**src/tipp_pkg.sv**
```systemverilog
// shared types and constants for the text image pixel parser
// no dependencies; used by every module of the block by scoped names
`default_nettype none

package tipp_pkg;

    localparam int DIM_BITS_DEF    = 16;
    localparam int QUEUE_DEPTH_DEF = 4;

    localparam int BYTE_W   = 8;
    localparam int ORIGIN_W = 16;
    localparam int COORD_W  = 17;
    localparam int COLOR_W  = 8;
    localparam int KIND_W   = 3;
    localparam int PADDR_W  = 3;
    localparam int PDATA_W  = 32;

    localparam logic [BYTE_W-1:0] CH_NUL   = 8'd0;
    localparam logic [BYTE_W-1:0] CH_NL    = 8'd10;
    localparam logic [BYTE_W-1:0] CH_SPACE = 8'd32;
    localparam logic [BYTE_W-1:0] CH_ZERO  = 8'd48;

    localparam logic [KIND_W-1:0] K_PIXEL    = 3'd0;
    localparam logic [KIND_W-1:0] K_SUCCESS  = 3'd1;
    localparam logic [KIND_W-1:0] K_NOWIDTH  = 3'd2;
    localparam logic [KIND_W-1:0] K_NOHEIGHT = 3'd3;
    localparam logic [KIND_W-1:0] K_NORED    = 3'd4;
    localparam logic [KIND_W-1:0] K_NOGREEN  = 3'd5;
    localparam logic [KIND_W-1:0] K_NOBLUE   = 3'd6;
    localparam logic [KIND_W-1:0] K_OVERFLOW = 3'd7;

    // register index, taken from paddr[2]
    localparam logic REG_ORIGIN_X = 1'b0;
    localparam logic REG_ORIGIN_Y = 1'b1;

    // one classified byte as it waits in the queue
    typedef struct packed {
        logic              is_nul;
        logic              is_space;
        logic              is_nl;
        logic [BYTE_W-1:0] value;
    } t_item;

endpackage

`default_nettype wire

```
**src/tipp_fifo.sv**
```systemverilog
// short queue of classified bytes between front and back
// depends on tipp_pkg for the item type
`default_nettype none

module tipp_fifo #(
    parameter int DEPTH = tipp_pkg::QUEUE_DEPTH_DEF
) (
    input  wire                   i_clk,
    input  wire                   i_rst_n,
    input  wire                   i_push,
    input  tipp_pkg::t_item       i_item,
    output logic                  o_full,
    input  wire                   i_pop,
    output tipp_pkg::t_item       o_item,
    output logic                  o_empty
);

    localparam int PTR_W = (DEPTH > 1) ? $clog2(DEPTH) : 1;
    localparam int CNT_W = $clog2(DEPTH + 1);

    tipp_pkg::t_item    r_mem [DEPTH];
    logic [PTR_W-1:0]   r_rd;
    logic [PTR_W-1:0]   r_wr;
    logic [CNT_W-1:0]   r_cnt;
    logic               push_ok;
    logic               pop_ok;

    assign o_full  = (r_cnt == CNT_W'(DEPTH));
    assign o_empty = (r_cnt == '0);
    assign push_ok = i_push && !o_full;
    assign pop_ok  = i_pop && !o_empty;
    assign o_item  = r_mem[r_rd];

    always_ff @(posedge i_clk) begin
        if (push_ok) begin
            r_mem[r_wr] <= i_item;
        end
    end

    always_ff @(posedge i_clk) begin
        if (!i_rst_n) begin
            r_rd  <= '0;
            r_wr  <= '0;
            r_cnt <= '0;
        end else begin
            if (push_ok) begin
                r_wr <= (r_wr == PTR_W'(DEPTH - 1)) ? '0 : r_wr + 1'b1;
            end
            if (pop_ok) begin
                r_rd <= (r_rd == PTR_W'(DEPTH - 1)) ? '0 : r_rd + 1'b1;
            end
            if (push_ok && !pop_ok) begin
                r_cnt <= r_cnt + 1'b1;
            end else if (pop_ok && !push_ok) begin
                r_cnt <= r_cnt - 1'b1;
            end
        end
    end

endmodule

`default_nettype wire

```
**src/tipp_front.sv**
```systemverilog
// input side: takes bytes and tags delimiters before queueing
// depends on tipp_pkg for character codes and the item type
`default_nettype none

module tipp_front (
    input  wire                          i_valid,
    input  wire [tipp_pkg::BYTE_W-1:0]   i_byte,
    output logic                         o_stall,
    input  wire                          i_full,
    output logic                         o_push,
    output tipp_pkg::t_item              o_item
);

    assign o_stall = i_full;
    assign o_push  = i_valid && !i_full;

    always_comb begin
        o_item.is_nul   = (i_byte == tipp_pkg::CH_NUL);
        o_item.is_space = (i_byte == tipp_pkg::CH_SPACE);
        o_item.is_nl    = (i_byte == tipp_pkg::CH_NL);
        o_item.value    = i_byte;
    end

endmodule

`default_nettype wire

```
**src/tipp_back.sv**
```systemverilog
// parse state machine: header, color fields, pixel placement and results
// depends on tipp_pkg for result codes and the item type
`default_nettype none

module tipp_back #(
    parameter int DIM_BITS = tipp_pkg::DIM_BITS_DEF
) (
    input  wire                              i_clk,
    input  wire                              i_rst_n,
    input  wire [tipp_pkg::ORIGIN_W-1:0]     i_origin_x,
    input  wire [tipp_pkg::ORIGIN_W-1:0]     i_origin_y,
    input  tipp_pkg::t_item                  i_item,
    input  wire                              i_empty,
    output logic                             o_pop,
    output logic                             o_valid,
    input  wire                              i_stall,
    output logic [tipp_pkg::KIND_W-1:0]      o_kind,
    output logic [tipp_pkg::COORD_W-1:0]     o_x,
    output logic [tipp_pkg::COORD_W-1:0]     o_y,
    output logic [tipp_pkg::COLOR_W-1:0]     o_red,
    output logic [tipp_pkg::COLOR_W-1:0]     o_green,
    output logic [tipp_pkg::COLOR_W-1:0]     o_blue
);

    localparam int CW    = ((DIM_BITS > tipp_pkg::ORIGIN_W) ? DIM_BITS : tipp_pkg::ORIGIN_W) + 1;
    localparam int SUM_W = DIM_BITS + 5;
    localparam int CLW   = tipp_pkg::COLOR_W;

    typedef enum logic [2:0] {
        PH_WIDTH, PH_HEIGHT, PH_PSTART, PH_RED, PH_GREEN, PH_BLUE, PH_DRAIN, PH_LAST
    } t_phase;

    t_phase                 r_phase, n_phase;
    logic [DIM_BITS-1:0]    r_width, n_width;
    logic [DIM_BITS-1:0]    r_height, n_height;
    logic [CW-1:0]          r_cx, n_cx;
    logic [CW-1:0]          r_cy, n_cy;
    logic [CLW-1:0]         r_racc, n_racc;
    logic [CLW-1:0]         r_gacc, n_gacc;
    logic [CLW-1:0]         r_bacc, n_bacc;
    logic                   r_ovalid, n_ovalid;
    logic [tipp_pkg::KIND_W-1:0]  r_kind, n_kind;
    logic [tipp_pkg::COORD_W-1:0] r_x, n_x;
    logic [tipp_pkg::COORD_W-1:0] r_y, n_y;
    logic [CLW-1:0]         r_r, n_r;
    logic [CLW-1:0]         r_g, n_g;
    logic [CLW-1:0]         r_b, n_b;

    logic                   take;
    logic [DIM_BITS-1:0]    dim_acc;
    logic [SUM_W-1:0]       dim_sum;
    logic [SUM_W-1:0]       dim_diff;
    logic [DIM_BITS-1:0]    dim_new;
    logic [CLW-1:0]         col_acc;
    logic [CLW-1:0]         col_new;
    logic [CW-1:0]          org_x;
    logic [CW-1:0]          org_y;
    logic [CW-1:0]          xend;
    logic [CW-1:0]          yend;
    logic [CW-1:0]          cx_inc;
    logic [CW-1:0]          cy_inc;

    // an item is worked on when the result register is free or being drained
    assign take  = !i_empty && (!r_ovalid || !i_stall);
    assign o_pop = take;

    // shared decimal step for width and height, with saturation
    always_comb begin
        dim_acc  = (r_phase == PH_HEIGHT) ? r_height : r_width;
        dim_sum  = (SUM_W'(dim_acc) << 3) + (SUM_W'(dim_acc) << 1) + SUM_W'(i_item.value);
        dim_diff = dim_sum - SUM_W'(tipp_pkg::CH_ZERO);
        if (dim_sum < SUM_W'(tipp_pkg::CH_ZERO) || dim_diff[SUM_W-1:DIM_BITS] != '0) begin
            dim_new = '1;
        end else begin
            dim_new = dim_diff[DIM_BITS-1:0];
        end
    end

    // shared decimal step for the colors, wraps modulo 256
    always_comb begin
        unique case (r_phase)
            PH_GREEN: col_acc = r_gacc;
            PH_BLUE:  col_acc = r_bacc;
            default:  col_acc = r_racc;
        endcase
        col_new = {col_acc[CLW-4:0], 3'b000} + {col_acc[CLW-2:0], 1'b0}
                + i_item.value - tipp_pkg::CH_ZERO;
    end

    assign org_x  = CW'(i_origin_x);
    assign org_y  = CW'(i_origin_y);
    assign xend   = org_x + CW'(r_width);
    assign yend   = org_y + CW'(r_height);
    assign cx_inc = r_cx + 1'b1;
    assign cy_inc = r_cy + 1'b1;

    always_comb begin
        n_phase  = r_phase;
        n_width  = r_width;
        n_height = r_height;
        n_cx     = r_cx;
        n_cy     = r_cy;
        n_racc   = r_racc;
        n_gacc   = r_gacc;
        n_bacc   = r_bacc;
        n_ovalid = r_ovalid && i_stall;
        n_kind   = r_kind;
        n_x      = r_x;
        n_y      = r_y;
        n_r      = r_r;
        n_g      = r_g;
        n_b      = r_b;
        if (take) begin
            n_ovalid = 1'b0;
            n_x      = '0;
            n_y      = '0;
            n_r      = '0;
            n_g      = '0;
            n_b      = '0;
            unique case (r_phase)
                PH_WIDTH: begin
                    if (i_item.is_space) begin
                        n_phase = PH_HEIGHT;
                    end else if (i_item.is_nul) begin
                        n_phase  = PH_WIDTH;
                        n_width  = '0;
                        n_height = '0;
                        n_ovalid = 1'b1;
                        n_kind   = tipp_pkg::K_NOWIDTH;
                    end else begin
                        n_width = dim_new;
                    end
                end
                PH_HEIGHT: begin
                    if (i_item.is_nl) begin
                        n_cx    = org_x;
                        n_cy    = org_y;
                        n_racc  = '0;
                        n_gacc  = '0;
                        n_bacc  = '0;
                        n_phase = PH_PSTART;
                    end else if (i_item.is_nul) begin
                        n_phase  = PH_WIDTH;
                        n_width  = '0;
                        n_height = '0;
                        n_ovalid = 1'b1;
                        n_kind   = tipp_pkg::K_NOHEIGHT;
                    end else begin
                        n_height = dim_new;
                    end
                end
                PH_PSTART, PH_RED: begin
                    if (i_item.is_nul) begin
                        n_phase  = PH_WIDTH;
                        n_width  = '0;
                        n_height = '0;
                        n_ovalid = 1'b1;
                        n_kind   = (r_phase == PH_PSTART) ? tipp_pkg::K_SUCCESS
                                                          : tipp_pkg::K_NORED;
                    end else if (i_item.is_space) begin
                        n_phase = PH_GREEN;
                    end else begin
                        n_phase = PH_RED;
                        n_racc  = col_new;
                    end
                end
                PH_GREEN: begin
                    if (i_item.is_space) begin
                        n_phase = PH_BLUE;
                    end else if (i_item.is_nul) begin
                        n_phase  = PH_WIDTH;
                        n_width  = '0;
                        n_height = '0;
                        n_ovalid = 1'b1;
                        n_kind   = tipp_pkg::K_NOGREEN;
                    end else begin
                        n_gacc = col_new;
                    end
                end
                PH_BLUE: begin
                    if (i_item.is_nul) begin
                        n_phase  = PH_WIDTH;
                        n_width  = '0;
                        n_height = '0;
                        n_ovalid = 1'b1;
                        n_kind   = tipp_pkg::K_NOBLUE;
                    end else if (!i_item.is_nl) begin
                        n_bacc = col_new;
                    end else if (!(r_cx < xend && r_cy < yend)) begin
                        n_phase  = PH_DRAIN;
                        n_ovalid = 1'b1;
                        n_kind   = tipp_pkg::K_OVERFLOW;
                    end else begin
                        // place the pixel and step the cursor row by row
                        n_ovalid = 1'b1;
                        n_kind   = tipp_pkg::K_PIXEL;
                        n_x      = r_cx[tipp_pkg::COORD_W-1:0];
                        n_y      = r_cy[tipp_pkg::COORD_W-1:0];
                        n_r      = r_racc;
                        n_g      = r_gacc;
                        n_b      = r_bacc;
                        n_racc   = '0;
                        n_gacc   = '0;
                        n_bacc   = '0;
                        n_phase  = PH_PSTART;
                        if (cx_inc == xend) begin
                            n_cx = org_x;
                            n_cy = cy_inc;
                            if (cy_inc == yend) begin
                                n_phase = PH_LAST;
                            end
                        end else begin
                            n_cx = cx_inc;
                        end
                    end
                end
                PH_LAST: begin
                    n_ovalid = 1'b1;
                    n_kind   = tipp_pkg::K_SUCCESS;
                    if (i_item.is_nul) begin
                        n_phase  = PH_WIDTH;
                        n_width  = '0;
                        n_height = '0;
                    end else begin
                        n_phase = PH_DRAIN;
                    end
                end
                PH_DRAIN: begin
                    if (i_item.is_nul) begin
                        n_phase  = PH_WIDTH;
                        n_width  = '0;
                        n_height = '0;
                    end
                end
                default: begin
                    n_phase = PH_WIDTH;
                end
            endcase
        end
    end

    always_ff @(posedge i_clk) begin
        if (!i_rst_n) begin
            r_phase  <= PH_WIDTH;
            r_width  <= '0;
            r_height <= '0;
            r_cx     <= '0;
            r_cy     <= '0;
            r_racc   <= '0;
            r_gacc   <= '0;
            r_bacc   <= '0;
            r_ovalid <= 1'b0;
            r_kind   <= tipp_pkg::K_PIXEL;
            r_x      <= '0;
            r_y      <= '0;
            r_r      <= '0;
            r_g      <= '0;
            r_b      <= '0;
        end else begin
            r_phase  <= n_phase;
            r_width  <= n_width;
            r_height <= n_height;
            r_cx     <= n_cx;
            r_cy     <= n_cy;
            r_racc   <= n_racc;
            r_gacc   <= n_gacc;
            r_bacc   <= n_bacc;
            r_ovalid <= n_ovalid;
            r_kind   <= n_kind;
            r_x      <= n_x;
            r_y      <= n_y;
            r_r      <= n_r;
            r_g      <= n_g;
            r_b      <= n_b;
        end
    end

    assign o_valid = r_ovalid;
    assign o_kind  = r_kind;
    assign o_x     = r_x;
    assign o_y     = r_y;
    assign o_red   = r_r;
    assign o_green = r_g;
    assign o_blue  = r_b;

endmodule

`default_nettype wire

```
**src/text_image_pixel_parser_top.sv**
```systemverilog
// top level of the text image pixel parser: register port, front, queue, back
// depends on tipp_pkg, tipp_front, tipp_fifo and tipp_back
`default_nettype none

//  channel  | direction | handshake                      | payload
//  ---------+-----------+--------------------------------+-------------------------------
//  in       | in        | i_in_valid / o_in_stall        | i_byte_value
//  out      | out       | o_out_valid / i_out_stall      | o_result_kind, o_pixel_x/y,
//           |           |                                | o_red, o_green, o_blue
//  config   | in        | psel, penable, pwrite, pready  | paddr, pwdata, prdata
//
//  one item per cycle sustained while a held result is not stalled; the back end does one decimal step per byte
//  an accepted item passes through the byte queue and then the result register before it shows on the out channel
//  o_in_stall rises only when the byte queue is full (QUEUE_DEPTH items)
//  i_out_stall holds the result register and, while it holds a result, pauses the back end; the queue keeps filling
//  synchronous active-low reset returns to width parsing with zero origin

module text_image_pixel_parser_top #(
    parameter int DIM_BITS    = tipp_pkg::DIM_BITS_DEF,
    parameter int QUEUE_DEPTH = tipp_pkg::QUEUE_DEPTH_DEF
) (
    input  wire                               i_clk,
    input  wire                               i_rst_n,
    // byte input
    input  wire                               i_in_valid,
    output logic                              o_in_stall,
    input  wire [tipp_pkg::BYTE_W-1:0]        i_byte_value,
    // result output
    output logic                              o_out_valid,
    input  wire                               i_out_stall,
    output logic [tipp_pkg::KIND_W-1:0]       o_result_kind,
    output logic [tipp_pkg::COORD_W-1:0]      o_pixel_x,
    output logic [tipp_pkg::COORD_W-1:0]      o_pixel_y,
    output logic [tipp_pkg::COLOR_W-1:0]      o_red,
    output logic [tipp_pkg::COLOR_W-1:0]      o_green,
    output logic [tipp_pkg::COLOR_W-1:0]      o_blue,
    // register port
    input  wire                               psel,
    input  wire                               penable,
    input  wire                               pwrite,
    input  wire [tipp_pkg::PADDR_W-1:0]       paddr,
    input  wire [tipp_pkg::PDATA_W-1:0]       pwdata,
    output logic [tipp_pkg::PDATA_W-1:0]      prdata,
    output logic                              pready
);

    logic [tipp_pkg::ORIGIN_W-1:0] r_origin_x;
    logic [tipp_pkg::ORIGIN_W-1:0] r_origin_y;
    logic                          reg_wr;
    logic                          reg_idx;

    tipp_pkg::t_item               front_item;
    tipp_pkg::t_item               queue_item;
    logic                          push;
    logic                          full;
    logic                          pop;
    logic                          empty;

    // register port: zero wait states, word index from address bit 2
    assign pready  = 1'b1;
    assign reg_idx = paddr[2];
    assign reg_wr  = psel && penable && pwrite && pready;

    always_ff @(posedge i_clk) begin
        if (!i_rst_n) begin
            r_origin_x <= '0;
            r_origin_y <= '0;
        end else if (reg_wr) begin
            unique case (reg_idx)
                tipp_pkg::REG_ORIGIN_X: r_origin_x <= pwdata[tipp_pkg::ORIGIN_W-1:0];
                tipp_pkg::REG_ORIGIN_Y: r_origin_y <= pwdata[tipp_pkg::ORIGIN_W-1:0];
                default: ;
            endcase
        end
    end

    always_comb begin
        unique case (reg_idx)
            tipp_pkg::REG_ORIGIN_Y: prdata = tipp_pkg::PDATA_W'(r_origin_y);
            default:                prdata = tipp_pkg::PDATA_W'(r_origin_x);
        endcase
    end

    // front: classify each byte as it is accepted
    tipp_front u_front (
        .i_valid (i_in_valid),
        .i_byte  (i_byte_value),
        .o_stall (o_in_stall),
        .i_full  (full),
        .o_push  (push),
        .o_item  (front_item)
    );

    // queue decouples input acceptance from output stalls
    tipp_fifo #(
        .DEPTH (QUEUE_DEPTH)
    ) u_fifo (
        .i_clk   (i_clk),
        .i_rst_n (i_rst_n),
        .i_push  (push),
        .i_item  (front_item),
        .o_full  (full),
        .i_pop   (pop),
        .o_item  (queue_item),
        .o_empty (empty)
    );

    // back: parse state, pixel placement, registered result
    tipp_back #(
        .DIM_BITS (DIM_BITS)
    ) u_back (
        .i_clk      (i_clk),
        .i_rst_n    (i_rst_n),
        .i_origin_x (r_origin_x),
        .i_origin_y (r_origin_y),
        .i_item     (queue_item),
        .i_empty    (empty),
        .o_pop      (pop),
        .o_valid    (o_out_valid),
        .i_stall    (i_out_stall),
        .o_kind     (o_result_kind),
        .o_x        (o_pixel_x),
        .o_y        (o_pixel_y),
        .o_red      (o_red),
        .o_green    (o_green),
        .o_blue     (o_blue)
    );

endmodule

`default_nettype wire

```
**config.mk**
```make
export PLATFORM = sky130hd
export DESIGN_NAME = text_image_pixel_parser_top
export DESIGN_NICKNAME = d
export VERILOG_FILES = /design/src/tipp_pkg.sv /design/src/tipp_fifo.sv /design/src/tipp_front.sv /design/src/tipp_back.sv /design/src/text_image_pixel_parser_top.sv
export SDC_FILE = /design/constraint.sdc
export NUM_CORES = 1
export LEC_CHECK = 0
export ABC_CLOCK_PERIOD_IN_PS = 6520
export BUFFER_PORTS_ARGS = -buffer_cell sky130_fd_sc_hd__clkbuf_2
export CAP_MARGIN = 10
export CORE_ASPECT_RATIO = 0.9
export CORE_MARGIN = 2
export CORE_UTILIZATION = 61
export DETAILED_ROUTE_END_ITERATION = 10
export PLACE_DENSITY = 0.83
export SLEW_MARGIN = 20
export SYNTH_ARGS = -nofsm -noshare
export SYNTH_HDL_FRONTEND = slang
export SYNTH_SLANG_ARGS = --single-unit
```
**constraint.sdc**
```tcl
create_clock -name i_clk -period 6.52 [get_ports i_clk]
set_input_delay 0.978 -clock i_clk [delete_from_list [all_inputs] [get_ports i_clk]]
set_output_delay 0.978 -clock i_clk [all_outputs]
set_load 0.02 [all_outputs]
```
==> flow_summary.toml <==
[clock_network]
tritoncts = "done"
root_buffer = "clkbuf_16"
cts_setup_buffers = 0
numCtsBuffers = 25
insertion_delay_ns = 0.55
cts_resized = 0
cts_sinks = 240
clockBufferDepth = 3
clk_pin_slew_ns = 0.07
cts_hold_buf = 0
cts_max_level = 1

[synth]
synthArstFlopShare = 0
syn-cell-area_sq_mm = 0.0160
yosysWarningCount = 0
synthXorXnorAreaFrac = 0.0737
synth-edff-count = 44
synth_cell_types = 92
synth_fa_ha_area_frac = 0.0969
synth_cells = 1886
synth_top_family_by_area = "compound AO/OA/AOI/OAI gates"
synth-seq-cells = 240
synth_compound_area_frac = 0.199
synthMuxAreaShare = 0.0545
syn_area_per_cell_sq_um = 8.48
yosysSeqAreaShare = 0.328
yosys_most_used_dff = "dfxtp_1"
synth-simple-area-share = 0.195

[power]
intPower_mw = 4.04
switchingPower_mw = 3.46
p_leak_nw = 7.07
clkPwrFrac = 0.204
p_comb_frac = 0.551
vdd_drop_max_v = 0.000397
pwr_density_cell_mw_per_mm2 = 429
seq_power_share = 0.245
p_sw_frac = 0.461

[detailed_routing]
drtAntennaViolNets = 0
viasPerCell = 6.35
postRouteWirelength_microns = 45500
drc_errors = 0
drt-initial-drc-count = 1421
firstDrtPassIters = 5
vias = 14600
routedWlPerCell_microns = 19.8

[cells_and_area]
fill_cells = 2086
multiInputGateArea_sq_mm = 0.00999
design_area_sq_mm = 0.0175
mostFrequentLayoutCells = "nand2_1, dfxtp_1, nor2_1"
syn2layout_area_growth_pct = 9.49
seq_area_sq_mm = 0.00525
final_common_cell = "nand2_1"
nNetsFinal = 2090
drive_gt1_frac = 0.127

[critical_path]
rr_startpoint = "u_back.r_width[0]$_SDFFE_PN0P_"
crit_family = "compound AO/OA/AOI/OAI gates"
crit_path_end = "u_back.r_cy[4]$_SDFFE_PN0P_"
slowest_stage = "a21o_1"
slowest_delay_ns = 0.58
worstPathMaxFanout = 28
cp-end-kind = "flip-flop"
r2r_setup_slack_ns = 0.52
crit_buf_inv = 1
critPathKind = "reg2reg"
critPathLaunch = "u_back.r_width[0]$_SDFFE_PN0P_"
cp-start-kind = "flip-flop"
worstPathRequired_ns = 7.01
worstReg2RegEnd = "u_back.r_cy[4]$_SDFFE_PN0P_"
arrival_ns = 6.49
path_cells = "ha_1, fa_1, a21o_1, a21oi_1, o21ai_0, a31o_2, a211oi_1, o21bai_1, xnor2_1, ha_1, nand4_1, o21ai_0, nor3_1, nand3_1, a21oi_1, nand3_1, buf_4, a21o_1, nor2_1, o221a_2"
r2r_cells = 20
cp_num_cells = 20

[sta]
setup_ws_ns = 0.522
fin_crit_sh = 0.920
hold_violations = 0
rsz0062_at_grt = "false"
slew-limit-headroom = 0.275
tightest_slew_ns = 1.09
fin_skew_ns = 0.0119
whs_ns = 0.488
drv_slew = 0
tns_ns = 0
min_period_ns = 6.00
setup_viol_count_final = 0
timing.fmax_mhz = 167

[global_routing]
busiest_layer = "met2"
use_met2 = 0.513
gr-usage-all-layers = 0.324
use_met1 = 0.433
grt_antenna_before_repair = 1
grt-ovfl-total = 0
grt_pass1_wl_microns = 71800
grt_start_max_net_pins = 77
met3_usage = 0.0540
grt_pass1_vias = 13700

[hold_path]
hold_class = "reg2reg"

[placed_design]
dp_hpwl_microns = 32900
place.gp.congestion = 0.976
numPortBuffers = 110
post_dp_cell_area_sq_mm = 0.0166
pre_cts_ws_ns = 0.729

[floorplan]
rows = 56
die_h_microns = 158
ios = 146
start_util = 0.617
coreArea_sq_mm = 0.0259
die_w_microns = 175
dieArea_sq_mm = 0.0275

[outcome]
run_status = "finished, final reports clean"

[run]
max-cap-violations = 0
[final cells by class]
cell class | count | share of cell area
inverter | 63 | 0.0137
multi-input combinational | 1467 | 0.571
timing repair buffer | 130 | 0.0400
antenna | 1 | 0.000143
clock buffer | 31 | 0.0405
tap | 348 | 0.0249
clock inverter | 15 | 0.0103
sequential | 240 | 0.300
[layer usage]
layer	wire [microns]	vias to the layer above	part of all wire
met5	0	-	0
met4	2380	0	0.052
met3	4170	149	0.092
met2	20000	708	0.44
met1	18900	6875	0.42
li1	-	6842	-
[synthesized netlist by cell type (21+ instances only)]
cell,count,area share
nand2_1,237,0.056
dfxtp_1,196,0.25
nor2_1,172,0.040
a21oi_1,132,0.041
ha_1,103,0.081
clkbuf_1,89,0.021
xnor2_1,83,0.045
a22oi_1,64,0.030
inv_1,62,0.015
o21ai_0,50,0.016
nand3_1,46,0.014
edfxtp_1,44,0.083
nor3_1,39,0.012
xor2_1,35,0.019
mux2i_1,34,0.021
a21o_1,33,0.015
o21ai_1,32,0.010
nand4_1,25,0.0098
nand2b_1,23,0.0090
mux2_2,22,0.015
and3_1,21,0.0082
or3_1,21,0.0082
[how the worst min path moves through the flow]
stage	startpoint	to	slack [ns]	cells after the start
finish	u_back.r_height[13]$_SDFFE_PN0P_	u_back.r_height[13]$_SDFFE_PN0P_	0.49	2
global placement	u_back.o_kind[0]$_SDFFE_PN0P_	u_back.o_kind[0]$_SDFFE_PN0P_	0.46	2
floorplan	u_back.r_height[15]$_SDFFE_PN0P_	u_back.r_height[15]$_SDFFE_PN0P_	0.44	2
global route	u_back.r_height[15]$_SDFFE_PN0P_	u_back.r_height[15]$_SDFFE_PN0P_	0.50	2
detailed placement	u_back.o_kind[0]$_SDFFE_PN0P_	u_back.o_kind[0]$_SDFFE_PN0P_	0.48	2
CTS	u_back.r_height[13]$_SDFFE_PN0P_	u_back.r_height[13]$_SDFFE_PN0P_	0.49	2
[flip-flops by register name (all words and copies together) (netlist names), 8 cells and up, named ones only]
| signal | cells |
|---|---|
| u_back.r_cx | 17 |
| u_back.r_gacc | 8 |
| u_back.r_bacc | 8 |
| u_back.o_y | 17 |
| u_back.r_height | 16 |
| u_back.r_racc | 8 |
| u_back.o_green | 8 |
| u_back.o_blue | 8 |
| u_back.r_cy | 17 |
| u_fifo.r_mem | 44 |
| u_back.o_x | 17 |
| u_back.o_red | 8 |
| r_origin_x | 16 |
| u_back.r_width | 16 |
| r_origin_y | 16 |
[worst min-delay path, cell delays in order, from the launching register on]
cell	delay [ns]
dfxtp_1	0.33
nand2_1	0.06
o21ai_1	0.05
[logic make-up after synthesis]
group                      count (synthesis)
and+or+nand+nor                          663
xor gates and xnor gates                 125
other                                      2
buffers and inverters                    194
DFF                                      240
adders and majority gates                119
muxes                                     69
AOI/OAI and AO/OA                        474
[metrics by stage]
| step | utilization | cells | total power [mW] |
|---|---|---|---|
| final | 0.675 | 2295 | 7.50 |
| after global routing | 0.675 | 2294 | 7.94 |
| after CTS | 0.675 | 2294 | 7.41 |
| after detailed placement | 0.641 | 2248 | 5.88 |
| after global placement | 0.641 | 2248 | 5.77 |
| after floorplan | - | 1901 | 4.92 |
[power by group through the flow]
stage               Clock (mW)  Sequential [mW]  Combinational, mW
finish                    1.53             1.84               4.14
floorplan                    0             1.75               3.17
detailed placement           0             1.86               4.02
global route              1.59             1.85               4.50
global placement             0             1.86               3.92
CTS                       1.53             1.83               4.05
Power figures use the tool's default switching activity.
